## src/design/hdrbg_pkg.sv

```systemverilog
// Shared constants, codes, tables and interface types of the Hash_DRBG generator.
`timescale 1ns / 1ps
package hdrbg_pkg;

	localparam int MAX_SEED_BYTES  = 128;
	localparam int MAX_ADDIN_BYTES = 64;
	localparam int MAX_OUT_WORDS   = 64;

	localparam int SEED_BYTES = 55;
	localparam int VEC_BITS   = 448;
	localparam int SEED_AW    = ($clog2(MAX_SEED_BYTES) > 0) ? $clog2(MAX_SEED_BYTES) : 1;
	localparam int SEED_CW    = $clog2(MAX_SEED_BYTES + 1);
	localparam int ADDIN_AW   = ($clog2(MAX_ADDIN_BYTES) > 0) ? $clog2(MAX_ADDIN_BYTES) : 1;
	localparam int ADDIN_CW   = $clog2(MAX_ADDIN_BYTES + 1);
	localparam int OUT_BYTES  = MAX_OUT_WORDS * 8;
	localparam int REQ_MAX    = MAX_OUT_WORDS * 64;
	localparam int REM_W      = $clog2(OUT_BYTES + 1);
	localparam int POS_W      = $clog2(MAX_SEED_BYTES + MAX_ADDIN_BYTES + 256);

	localparam logic [63:0] TOP_MASK = 64'h00ff_ffff_ffff_ffff;

	localparam logic [1:0] CMD_SEED  = 2'd0;
	localparam logic [1:0] CMD_ADDIN = 2'd1;
	localparam logic [1:0] CMD_INST  = 2'd2;
	localparam logic [1:0] CMD_GEN   = 2'd3;

	typedef logic [2:0] kind_t;
	localparam kind_t KIND_DF1_SEED = 3'd0;
	localparam kind_t KIND_DF2_SEED = 3'd1;
	localparam kind_t KIND_DF1_V    = 3'd2;
	localparam kind_t KIND_DF2_V    = 3'd3;
	localparam kind_t KIND_ADDIN    = 3'd4;
	localparam kind_t KIND_GEN      = 3'd5;
	localparam kind_t KIND_UPD      = 3'd6;

	localparam logic TGT_V    = 1'b0;
	localparam logic TGT_DATA = 1'b1;

	localparam logic [1:0] OP_DIG = 2'd0;
	localparam logic [1:0] OP_C   = 2'd1;
	localparam logic [1:0] OP_CNT = 2'd2;
	localparam logic [1:0] OP_ONE = 2'd3;

	typedef struct packed {
		logic       seed_wr;
		logic       addin_wr;
		logic       seed_clr;
		logic       addin_clr;
		logic       msg_start;
		kind_t      msg_kind;
		logic       fill_en;
		logic       sha_start;
		logic       hold_dig;
		logic       v_from_df;
		logic       c_from_df;
		logic       add_start;
		logic       add_tgt;
		logic [1:0] add_op;
		logic       data_load;
		logic       cnt_set1;
		logic       cnt_inc;
		logic       req_load;
		logic       wsel_clr;
		logic       out_load;
	} dp_cmd_t;

	typedef struct packed {
		logic sha_busy;
		logic add_busy;
		logic fill_last;
		logic msg_more;
		logic addin_nz;
		logic rem_nz;
		logic rem_le8;
		logic wsel_last;
		logic out_free;
	} dp_stat_t;

	localparam logic [31:0] SHA_IV [8] = '{
		32'h6a09e667, 32'hbb67ae85, 32'h3c6ef372, 32'ha54ff53a,
		32'h510e527f, 32'h9b05688c, 32'h1f83d9ab, 32'h5be0cd19
	};

	localparam logic [31:0] SHA_K [64] = '{
		32'h428a2f98, 32'h71374491, 32'hb5c0fbcf, 32'he9b5dba5,
		32'h3956c25b, 32'h59f111f1, 32'h923f82a4, 32'hab1c5ed5,
		32'hd807aa98, 32'h12835b01, 32'h243185be, 32'h550c7dc3,
		32'h72be5d74, 32'h80deb1fe, 32'h9bdc06a7, 32'hc19bf174,
		32'he49b69c1, 32'hefbe4786, 32'h0fc19dc6, 32'h240ca1cc,
		32'h2de92c6f, 32'h4a7484aa, 32'h5cb0a9dc, 32'h76f988da,
		32'h983e5152, 32'ha831c66d, 32'hb00327c8, 32'hbf597fc7,
		32'hc6e00bf3, 32'hd5a79147, 32'h06ca6351, 32'h14292967,
		32'h27b70a85, 32'h2e1b2138, 32'h4d2c6dfc, 32'h53380d13,
		32'h650a7354, 32'h766a0abb, 32'h81c2c92e, 32'h92722c85,
		32'ha2bfe8a1, 32'ha81a664b, 32'hc24b8b70, 32'hc76c51a3,
		32'hd192e819, 32'hd6990624, 32'hf40e3585, 32'h106aa070,
		32'h19a4c116, 32'h1e376c08, 32'h2748774c, 32'h34b0bcb5,
		32'h391c0cb3, 32'h4ed8aa4a, 32'h5b9cca4f, 32'h682e6ff3,
		32'h748f82ee, 32'h78a5636f, 32'h84c87814, 32'h8cc70208,
		32'h90befffa, 32'ha4506ceb, 32'hbef9a3f7, 32'hc67178f2
	};

endpackage

```

## src/design/hdrbg_ctrl.sv

```systemverilog
// Controller state machine that sequences the Hash_DRBG operations.
`timescale 1ns / 1ps
module hdrbg_ctrl (
	input  logic                clk,
	input  logic                arst_n,
	input  logic                s_tvalid,
	input  logic [1:0]          command,
	output logic                s_tready,
	input  hdrbg_pkg::dp_stat_t stat,
	output hdrbg_pkg::dp_cmd_t  cmd
);

	localparam logic [3:0] S_IDLE   = 4'd0;
	localparam logic [3:0] S_MSG    = 4'd1;
	localparam logic [3:0] S_FILL   = 4'd2;
	localparam logic [3:0] S_DRAIN  = 4'd3;
	localparam logic [3:0] S_SHA    = 4'd4;
	localparam logic [3:0] S_WAIT   = 4'd5;
	localparam logic [3:0] S_HDONE  = 4'd6;
	localparam logic [3:0] S_ADD    = 4'd7;
	localparam logic [3:0] S_ADONE  = 4'd8;
	localparam logic [3:0] S_GSTART = 4'd9;
	localparam logic [3:0] S_EMIT   = 4'd10;

	localparam logic [3:0] ST_I1   = 4'd0;
	localparam logic [3:0] ST_I2   = 4'd1;
	localparam logic [3:0] ST_I3   = 4'd2;
	localparam logic [3:0] ST_I4   = 4'd3;
	localparam logic [3:0] ST_AD   = 4'd4;
	localparam logic [3:0] ST_ADDV = 4'd5;
	localparam logic [3:0] ST_GEN  = 4'd6;
	localparam logic [3:0] ST_INC  = 4'd7;
	localparam logic [3:0] ST_UPD  = 4'd8;
	localparam logic [3:0] ST_U1   = 4'd9;
	localparam logic [3:0] ST_U2   = 4'd10;
	localparam logic [3:0] ST_U3   = 4'd11;

	logic [3:0] state_q, state_d, step_q, step_d;

	function automatic hdrbg_pkg::kind_t kind_of(input logic [3:0] st);
		case (st)
			ST_I1:   kind_of = hdrbg_pkg::KIND_DF1_SEED;
			ST_I2:   kind_of = hdrbg_pkg::KIND_DF2_SEED;
			ST_I3:   kind_of = hdrbg_pkg::KIND_DF1_V;
			ST_I4:   kind_of = hdrbg_pkg::KIND_DF2_V;
			ST_AD:   kind_of = hdrbg_pkg::KIND_ADDIN;
			ST_GEN:  kind_of = hdrbg_pkg::KIND_GEN;
			default: kind_of = hdrbg_pkg::KIND_UPD;
		endcase
	endfunction

	always_comb begin
		cmd      = '0;
		s_tready = 1'b0;
		state_d  = state_q;
		step_d   = step_q;
		case (state_q)
			S_IDLE: begin
				s_tready = 1'b1;
				if (s_tvalid) begin
					case (command)
						hdrbg_pkg::CMD_SEED:  cmd.seed_wr = 1'b1;
						hdrbg_pkg::CMD_ADDIN: cmd.addin_wr = 1'b1;
						hdrbg_pkg::CMD_INST: begin
							step_d  = ST_I1;
							state_d = S_MSG;
						end
						default: begin
							cmd.req_load = 1'b1;
							if (stat.addin_nz) begin
								step_d  = ST_AD;
								state_d = S_MSG;
							end else begin
								state_d = S_GSTART;
							end
						end
					endcase
				end
			end
			S_MSG: begin
				cmd.msg_start = 1'b1;
				cmd.msg_kind  = kind_of(step_q);
				state_d       = S_FILL;
			end
			S_FILL: begin
				cmd.fill_en = 1'b1;
				if (stat.fill_last) begin
					state_d = S_DRAIN;
				end
			end
			S_DRAIN: state_d = S_SHA;
			S_SHA: begin
				cmd.sha_start = 1'b1;
				state_d       = S_WAIT;
			end
			S_WAIT: begin
				if (!stat.sha_busy) begin
					state_d = stat.msg_more ? S_FILL : S_HDONE;
				end
			end
			S_HDONE: begin
				case (step_q)
					ST_I1: begin
						cmd.hold_dig = 1'b1;
						step_d       = ST_I2;
						state_d      = S_MSG;
					end
					ST_I2: begin
						cmd.v_from_df = 1'b1;
						step_d        = ST_I3;
						state_d       = S_MSG;
					end
					ST_I3: begin
						cmd.hold_dig = 1'b1;
						step_d       = ST_I4;
						state_d      = S_MSG;
					end
					ST_I4: begin
						cmd.c_from_df = 1'b1;
						cmd.cnt_set1  = 1'b1;
						cmd.seed_clr  = 1'b1;
						state_d       = S_IDLE;
					end
					ST_AD: begin
						cmd.add_start = 1'b1;
						cmd.add_tgt   = hdrbg_pkg::TGT_V;
						cmd.add_op    = hdrbg_pkg::OP_DIG;
						cmd.addin_clr = 1'b1;
						step_d        = ST_ADDV;
						state_d       = S_ADD;
					end
					ST_GEN: begin
						cmd.wsel_clr = 1'b1;
						state_d      = S_EMIT;
					end
					default: begin
						cmd.add_start = 1'b1;
						cmd.add_tgt   = hdrbg_pkg::TGT_V;
						cmd.add_op    = hdrbg_pkg::OP_DIG;
						step_d        = ST_U1;
						state_d       = S_ADD;
					end
				endcase
			end
			S_ADD: begin
				if (!stat.add_busy) begin
					state_d = S_ADONE;
				end
			end
			S_ADONE: begin
				case (step_q)
					ST_ADDV: state_d = S_GSTART;
					ST_INC: begin
						step_d  = ST_GEN;
						state_d = S_MSG;
					end
					ST_U1: begin
						cmd.add_start = 1'b1;
						cmd.add_tgt   = hdrbg_pkg::TGT_V;
						cmd.add_op    = hdrbg_pkg::OP_C;
						step_d        = ST_U2;
						state_d       = S_ADD;
					end
					ST_U2: begin
						cmd.add_start = 1'b1;
						cmd.add_tgt   = hdrbg_pkg::TGT_V;
						cmd.add_op    = hdrbg_pkg::OP_CNT;
						step_d        = ST_U3;
						state_d       = S_ADD;
					end
					default: begin
						cmd.cnt_inc = 1'b1;
						state_d     = S_IDLE;
					end
				endcase
			end
			S_GSTART: begin
				cmd.data_load = 1'b1;
				step_d        = stat.rem_nz ? ST_GEN : ST_UPD;
				state_d       = S_MSG;
			end
			S_EMIT: begin
				if (stat.out_free) begin
					cmd.out_load = 1'b1;
					if (stat.rem_le8) begin
						step_d  = ST_UPD;
						state_d = S_MSG;
					end else if (stat.wsel_last) begin
						cmd.add_start = 1'b1;
						cmd.add_tgt   = hdrbg_pkg::TGT_DATA;
						cmd.add_op    = hdrbg_pkg::OP_ONE;
						step_d        = ST_INC;
						state_d       = S_ADD;
					end
				end
			end
			default: state_d = S_IDLE;
		endcase
	end

	always_ff @(posedge clk or negedge arst_n) begin
		if (!arst_n) begin
			state_q <= S_IDLE;
			step_q  <= ST_I1;
		end else begin
			state_q <= state_d;
			step_q  <= step_d;
		end
	end

	a_sha_idle: assert property (@(posedge clk) disable iff (!arst_n)
		cmd.sha_start |-> !stat.sha_busy)
		else $error("hash started while busy");
	a_add_idle: assert property (@(posedge clk) disable iff (!arst_n)
		cmd.add_start |-> !stat.add_busy)
		else $error("addition started while busy");
	a_sha_wait: assert property (@(posedge clk) disable iff (!arst_n)
		stat.sha_busy |-> state_q == S_WAIT)
		else $error("hash unit runs outside the wait state");
	a_add_wait: assert property (@(posedge clk) disable iff (!arst_n)
		stat.add_busy |-> state_q == S_ADD)
		else $error("adder runs outside the wait state");

endmodule

```

## config.mk

```make
export PLATFORM = sky130hd
export DESIGN_NAME = hdrbg_ctrl
export DESIGN_NICKNAME = d
export VERILOG_FILES = /design/src/design/hdrbg_pkg.sv /design/src/design/hdrbg_ctrl.sv
export SDC_FILE = /design/constraint.sdc
export NUM_CORES = 1
export LEC_CHECK = 0
export BUFFER_PORTS_ARGS = -buffer_cell sky130_fd_sc_hd__buf_2
export CORE_MARGIN = 2
export CORE_UTILIZATION = 50
export CTS_BUF_LIST = sky130_fd_sc_hd__clkbuf_16
export DETAILED_ROUTE_END_ITERATION = 8
export HOLD_SLACK_MARGIN = 0.08
export PLACE_DENSITY = 0.9
export RECOVER_POWER = 50
export SKIP_CTS_REPAIR_TIMING = 1
export SYNTH_ARGS = -nofsm -noshare
export SYNTH_HDL_FRONTEND = slang
export SYNTH_SLANG_ARGS = --single-unit
```

## constraint.sdc

```tcl
create_clock -name clk -period 2.9 [get_ports clk]
set_input_delay 0.58 -clock clk [delete_from_list [all_inputs] [get_ports clk]]
set_output_delay 0.58 -clock clk [all_outputs]
set_load 0.005 [all_outputs]
```

==> results of run 1 <==
-- critical path, stage by stage (launching register included) --
cell                      delay [ns]
sky130_fd_sc_hd__dfrtp_1        0.36
sky130_fd_sc_hd__or4b_1         0.68
sky130_fd_sc_hd__or2_2          0.35
sky130_fd_sc_hd__o21ai_0        0.19
sky130_fd_sc_hd__or3_1          0.13
sky130_fd_sc_hd__buf_2          0.10
-- synthesized netlist by cell type (2+ instances only) --
master,n
sky130_fd_sc_hd__or4_1,2
sky130_fd_sc_hd__nor2_1,16
sky130_fd_sc_hd__clkbuf_1,9
sky130_fd_sc_hd__nor2b_1,6
sky130_fd_sc_hd__a2bb2oi_1,2
sky130_fd_sc_hd__nor4_1,2
sky130_fd_sc_hd__buf_2,3
sky130_fd_sc_hd__o21ai_0,9
sky130_fd_sc_hd__inv_1,7
sky130_fd_sc_hd__xnor2_1,2
sky130_fd_sc_hd__nand2_1,12
sky130_fd_sc_hd__nor3_1,8
sky130_fd_sc_hd__o21a_1,2
sky130_fd_sc_hd__buf_4,2
sky130_fd_sc_hd__o211ai_1,3
sky130_fd_sc_hd__a211oi_1,2
sky130_fd_sc_hd__or3_1,2
sky130_fd_sc_hd__dfrtp_1,8
sky130_fd_sc_hd__and3_1,3
sky130_fd_sc_hd__nand2b_1,11
sky130_fd_sc_hd__nand3_1,5
sky130_fd_sc_hd__o22ai_1,2
sky130_fd_sc_hd__or2_2,2
sky130_fd_sc_hd__mux2_1,2
sky130_fd_sc_hd__a21oi_1,10
sky130_fd_sc_hd__o31a_1,2
-- power by group through the flow --
stage / clock network [mW] / registers, mW / logic (mW)
final: 0.226 / 0.238 / 0.745
after global placement: 0 / 0.232 / 0.722
after CTS: 0.230 / 0.235 / 0.742
after detailed placement: 0 / 0.235 / 0.737
after global routing: 0.237 / 0.248 / 0.824
after floorplan: 0 / 0.170 / 0.622
-- registers in the layout, summed over array words and instances, names as in the netlist --
| signal | cells |
|---|---|
| state_q | 4 |
| step_q | 4 |
-- worst min-delay path by stage --
stage,start,to,slack (ns),depth (start not counted)
finish,arst_n,step_q[1],0.26,1
global route,arst_n,step_q[1],0.29,1
CTS,arst_n,step_q[1],0.19,1
detailed placement,arst_n,step_q[2],0.43,1
global placement,arst_n,step_q[2],0.42,1
floorplan,arst_n,state_q[0],0.28,0
-- metrics by stage --
step / utilization, % / hold WS [ns] / power (mW) / area, um2 / instances
floorplan: - / 0.284 / 0.792 / 1110 / 160
global placement: 59.6 / 0.425 / 0.954 / 1280 / 213
detailed placement: 59.6 / 0.428 / 0.972 / 1280 / 213
CTS: 63.1 / 0.188 / 1.21 / 1360 / 216
global route: 62.5 / 0.292 / 1.31 / 1340 / 216
finish: 62.5 / 0.257 / 1.21 / 1340 / 216
-- layout make-up --
class	count	area, um2
inverters	7	26.3
clock buffers	3	75.1
multi-input cells	129	792
well taps	28	35.0
repair buffers	41	214
fillers	219	806
flip-flops and latches	8	200
-- per-layer routing --
metal / up-vias / wire [um] / share of wire, % / GRT usage, %
li1: 635 / - / - / -
met1: 610 / 1260 / 41 / 31.8
met2: 67 / 1490 / 49 / 40.0
met3: 4 / 244 / 8.0 / 4.97
met4: 0 / 44 / 1.4 / 9.01
met5: - / 0 / 0 / 0
-- cells by family after synthesis --
logic type | synth area share, %
compound gates | 29.1
xor+xnor | 1.58
buf+inv | 9.48
mux | 3.95
simple gates | 37.8
flops | 18.1
-- placed cells by master (no fill, tap or decap), drive strengths merged, types with 6 or more instances in the layout --
| master | instances |
|---|---|
| buf | 39 |
| nor3 | 8 |
| nand2b | 11 |
| a21oi | 11 |
| dfrtp | 8 |
| o21ai | 9 |
| nor2 | 17 |
| inv | 7 |
| nor2b | 6 |
| nand2 | 12 |
==> flow_metrics.tcl, run 1 <==
set metrics [dict create \
    syn-cell-area_mm2 0.00111 \
    rsz0062_at_grt "false" \
    netlist-cell-type-count 52 \
    drive_gt1_share_pct 26.1 \
    max_freq_ghz 0.383 \
    rr_endpoint "step_q[2]" \
    total_congestion_overflow_after_global_routing 0 \
    worst-slew-pin-transition_ns 0.592 \
    synthTopCellsByArea "sky130_fd_sc_hd__dfrtp_1, sky130_fd_sc_hd__nand2b_1, sky130_fd_sc_hd__nor2_1, sky130_fd_sc_hd__a21oi_1, sky130_fd_sc_hd__o21ai_0" \
    endpoint_of_the_worst_setup_timing_path "cmd[9]" \
    initialDrtViolationCount 63 \
    required_ns 2.32 \
    slew_violations 0 \
    ys_ff_latch 8 \
    p_leak_nw 0.641 \
    path_class "reg2out" \
    core_region_mm2 0.00215 \
    fin_crit_ns 2.61 \
    layout_area_overhead_pct 21.1 \
    syn_area_per_cell_um2 6.93 \
    detail_route.wl_per_cell_um 14.1 \
    cp_max_fo 10 \
    htree_num_levels 1 \
    power_switching_uw 555 \
    clock_power_share_pct 18.7 \
    synth_flop_cell "sky130_fd_sc_hd__dfrtp_1" \
    power.share.sequential_pct 19.7 \
    cts.reportedPaths.clkPinSlew_ns 0.04 \
    timing.final.hold_violations 0 \
    fin_worst_skew_ns 0.00231 \
    layout_worst_path_cycle_share_pct 90.1 \
    yosysWarnings 0 \
    final_setup_fails 0 \
    arrival_ns 2.03 \
    synth_fp_nets 174 \
    starting_density_pct 51.6 \
    setup-tns-final_ns 0 \
    viasPerCell 6.09 \
    worst_r2r_path_depth 5 \
    floorplan.die.width_um 51.1 \
    die_outline_area_mm2 0.00261 \
    detailedPlacementHpwl_um 2300 \
    synthCells 160 \
    numCtsBuffers 3 \
    crit-reg2reg-launch "state_q[0]" \
    drv.max_cap_violation_count 0 \
    drt_wl_total_um 3040 \
    power_per_cell_area_mw_per_mm2 901 \
    synth-edff-count 0 \
    cts-root-buf "sky130_fd_sc_hd__clkbuf_16" \
    yosysTopAreaCellShare_pct 18.1 \
    worst-r2r-setup-slack_ns 0.63 \
    worstSetupStartpoint "state_q[0]" \
    setup.worst_path.start_class "flop" \
    detail_route.drc_violations 0 \
    setup_ws_ns 0.288 \
    power.switching_fraction_pct 45.9 \
    io_buffers 37 \
    endpoint_kind "output port" \
    gp_routability_congestion 0.982 \
    hold_path.class "in2async" \
    dr_total_vias 1316 \
    timing.max_slew.rel_slack_pct 60.5 \
    cts-root-to-sink-buffers 2 \
    first_global_vias 1098 \
    clkSinkCount 8 \
    rows 17 \
    clock_insertion_delay_worst_skew_ns 0.23 \
    chipHeight_um 51.1 \
    run_status "completed" \
    comb_power_share_pct 61.6 \
    grt_max_degree 21 \
    antenna_cells_inserted 0 \
    grt_antenna_before_repair 0 \
    num-nets-final 204 \
    io_pins 38 \
    final_antenna_net_count 0 \
    ir_worst_vdd_uv 673 \
    synth_largest_area_cell "sky130_fd_sc_hd__dfrtp_1" \
    synthArstFlopShare_pct 100 \
    internal_power_component_uw 654 \
    clock_tree_from_tritoncts "done" \
    drt-pass1-iter-count 5 \
    yosysSeqAreaShare_pct 18.1 \
    grt_util_all_layers_pct 24.5 \
    grt_first_pass_wirelength_um 4910 \
    place_ws_ns 0.523 \
]
Power figures use the tool's default switching activity.
==> inputs of run 2 (changes only) <==
--- a/config.mk
+++ b/config.mk
@@ -5,13 +5,13 @@
 export SDC_FILE = /design/constraint.sdc
 export NUM_CORES = 1
 export LEC_CHECK = 0
-export BUFFER_PORTS_ARGS = -buffer_cell sky130_fd_sc_hd__buf_2
 export CORE_MARGIN = 2
-export CORE_UTILIZATION = 50
+export CORE_UTILIZATION = 60
 export CTS_BUF_LIST = sky130_fd_sc_hd__clkbuf_16
 export DETAILED_ROUTE_END_ITERATION = 8
+export DONT_BUFFER_PORTS = 1
 export HOLD_SLACK_MARGIN = 0.08
-export PLACE_DENSITY = 0.9
+export PLACE_DENSITY = 0.86
 export RECOVER_POWER = 50
 export SKIP_CTS_REPAIR_TIMING = 1
 export SYNTH_ARGS = -nofsm -noshare
==> flow_metrics.tcl, run 2 (synthesis results as in run 1) <==
set metrics [dict create \
    non_filler_cells_in_the_finished_layout 177 \
    final_setup_fails 0 \
    io_pins 38 \
    numCtsBuffers 3 \
    total_congestion_overflow_after_global_routing 0 \
    critical_path.top_delay_family "simple AND/OR/NAND/NOR gates" \
    drt-pass1-iter-count 4 \
    timing.max_slew.rel_slack_pct 57.0 \
    cp_max_fo 10 \
    starting_density_pct 64.2 \
    power_per_cell_area_mw_per_mm2 980 \
    top_regs "state_q: 4 flops, step_q: 4 flops" \
    setup.worst_path.start_class "flop" \
    slowest_stage "sky130_fd_sc_hd__or4b_1" \
    hold_path.class "in2async" \
    finalCoreUtilization_pct 68.1 \
    final_antenna_net_count 0 \
    clock_tree_from_tritoncts "done" \
    clkSinkCount 8 \
    antenna_cells_inserted 0 \
    arrival_ns 2.07 \
    rows 15 \
    ir_worst_vdd_uv 731 \
    grt_antenna_before_repair 0 \
    layout_worst_path_cycle_share_pct 91.3 \
    path_class "reg2out" \
    required_ns 2.32 \
    detail_route.wl_per_cell_um 16.1 \
    critical_path.cell_chain "or4b_1 > or2_2 > o21ai_0 > or3_1" \
    run_status "completed" \
    core_region_mm2 0.00173 \
    drt_wl_total_um 2840 \
    viasPerCell 6.77 \
    detailedPlacementHpwl_um 2170 \
    dp_cells 173 \
    timing.final.hold_violations 0 \
    worst-slew-pin-transition_ns 0.639 \
    first_global_vias 1007 \
    endpoint_kind "output port" \
    n_fill_cell 152 \
    floorplan.die.width_um 47.0 \
    grt_max_degree 21 \
    drive_gt1_share_pct 9.21 \
    critical-path-max-stage-delay_ns 0.69 \
    setup-tns-final_ns 0 \
    grt_first_pass_wirelength_um 4440 \
    slew_violations 0 \
    drv.max_cap_violation_count 0 \
    fin_worst_skew_ns 0.000277 \
    io_buffers 0 \
    chipHeight_um 47.0 \
    num-nets-final 168 \
    gp_routability_congestion 0.886 \
    htree_num_levels 1 \
    layout_area_overhead_pct 6.10 \
    rsz0062_at_grt "false" \
    fin_crit_ns 2.65 \
    dr_total_vias 1199 \
    cts-root-buf "sky130_fd_sc_hd__clkbuf_16" \
    timing.critical_path.buf_inv 0 \
    initialDrtViolationCount 44 \
    detail_route.drc_violations 0 \
    die_outline_area_mm2 0.00221 \
    layout.cells.most_common "sky130_fd_sc_hd__nor2_1" \
    max_freq_ghz 0.378 \
    p_leak_nw 0.467 \
    cts.reportedPaths.clkPinSlew_ns 0.03 \
    grt_util_all_layers_pct 28.1 \
    layout.cells.most_common_list "sky130_fd_sc_hd__nor2_1, sky130_fd_sc_hd__nand2_1, sky130_fd_sc_hd__nand2b_1" \
    cts-root-to-sink-buffers 2 \
    clock_insertion_delay_worst_skew_ns 0.23 \
]
run 2: changes by cell type in the layout (fill, tap and decap cells not counted), sizes merged:
cell / previous run / this run
buf: 39 / 4
dlygate4sd3: 0 / 1
clkbuf: 5 / 3
run 2: worst paths after layout:
kind                            slack, ns  startpoint         end  cells past startpoint
worst min-delay path                 0.69      arst_n   step_q[0]                      1
min in group clk                     0.76     stat[2]   step_q[0]                      3
worst min register to register       0.78   step_q[3]   step_q[3]                      1
worst max register to register       0.70  state_q[0]   step_q[1]                      5
worst max-delay path                 0.25  state_q[0]      cmd[9]                      4
max in group asynchronous            1.97      arst_n  state_q[2]                      1
run 2: layout make-up:
class	instances	area (um2)	area share (%)
tap	25	31.3	2.66
inverter	7	26.3	2.23
timing repair buffer	5	40.0	3.40
multi-input combinational	129	803	68.3
sequential	8	200	17.0
clock buffer	3	75.1	6.38
run 2: stage by stage:
stage	area (um2)	hold slack [ns]	power, mW	setup slack, ns
finish	1180	0.686	1.15	0.252
global route	1180	0.720	1.26	0.129
CTS	1170	0.0451	1.14	0.244
detailed placement	1090	0.285	0.916	0.488
global placement	1090	0.285	0.896	0.521
floorplan	1110	0.284	0.792	0.512
run 2: power by group:
part	switching [mW]	total (mW)	internal (mW)
Combinational	0.408	0.694	0.286
Sequential	0.0809	0.235	0.154
Clock	0.0459	0.223	0.177
run 2: metal layers:
layer,GRT usage [%],share of wire (%),vias to the layer above
met1,37.5,41,552
met3,3.46,8.0,10
met5,0,0,-
li1,-,-,565
met2,44.4,48,72
met4,15.0,2.6,0
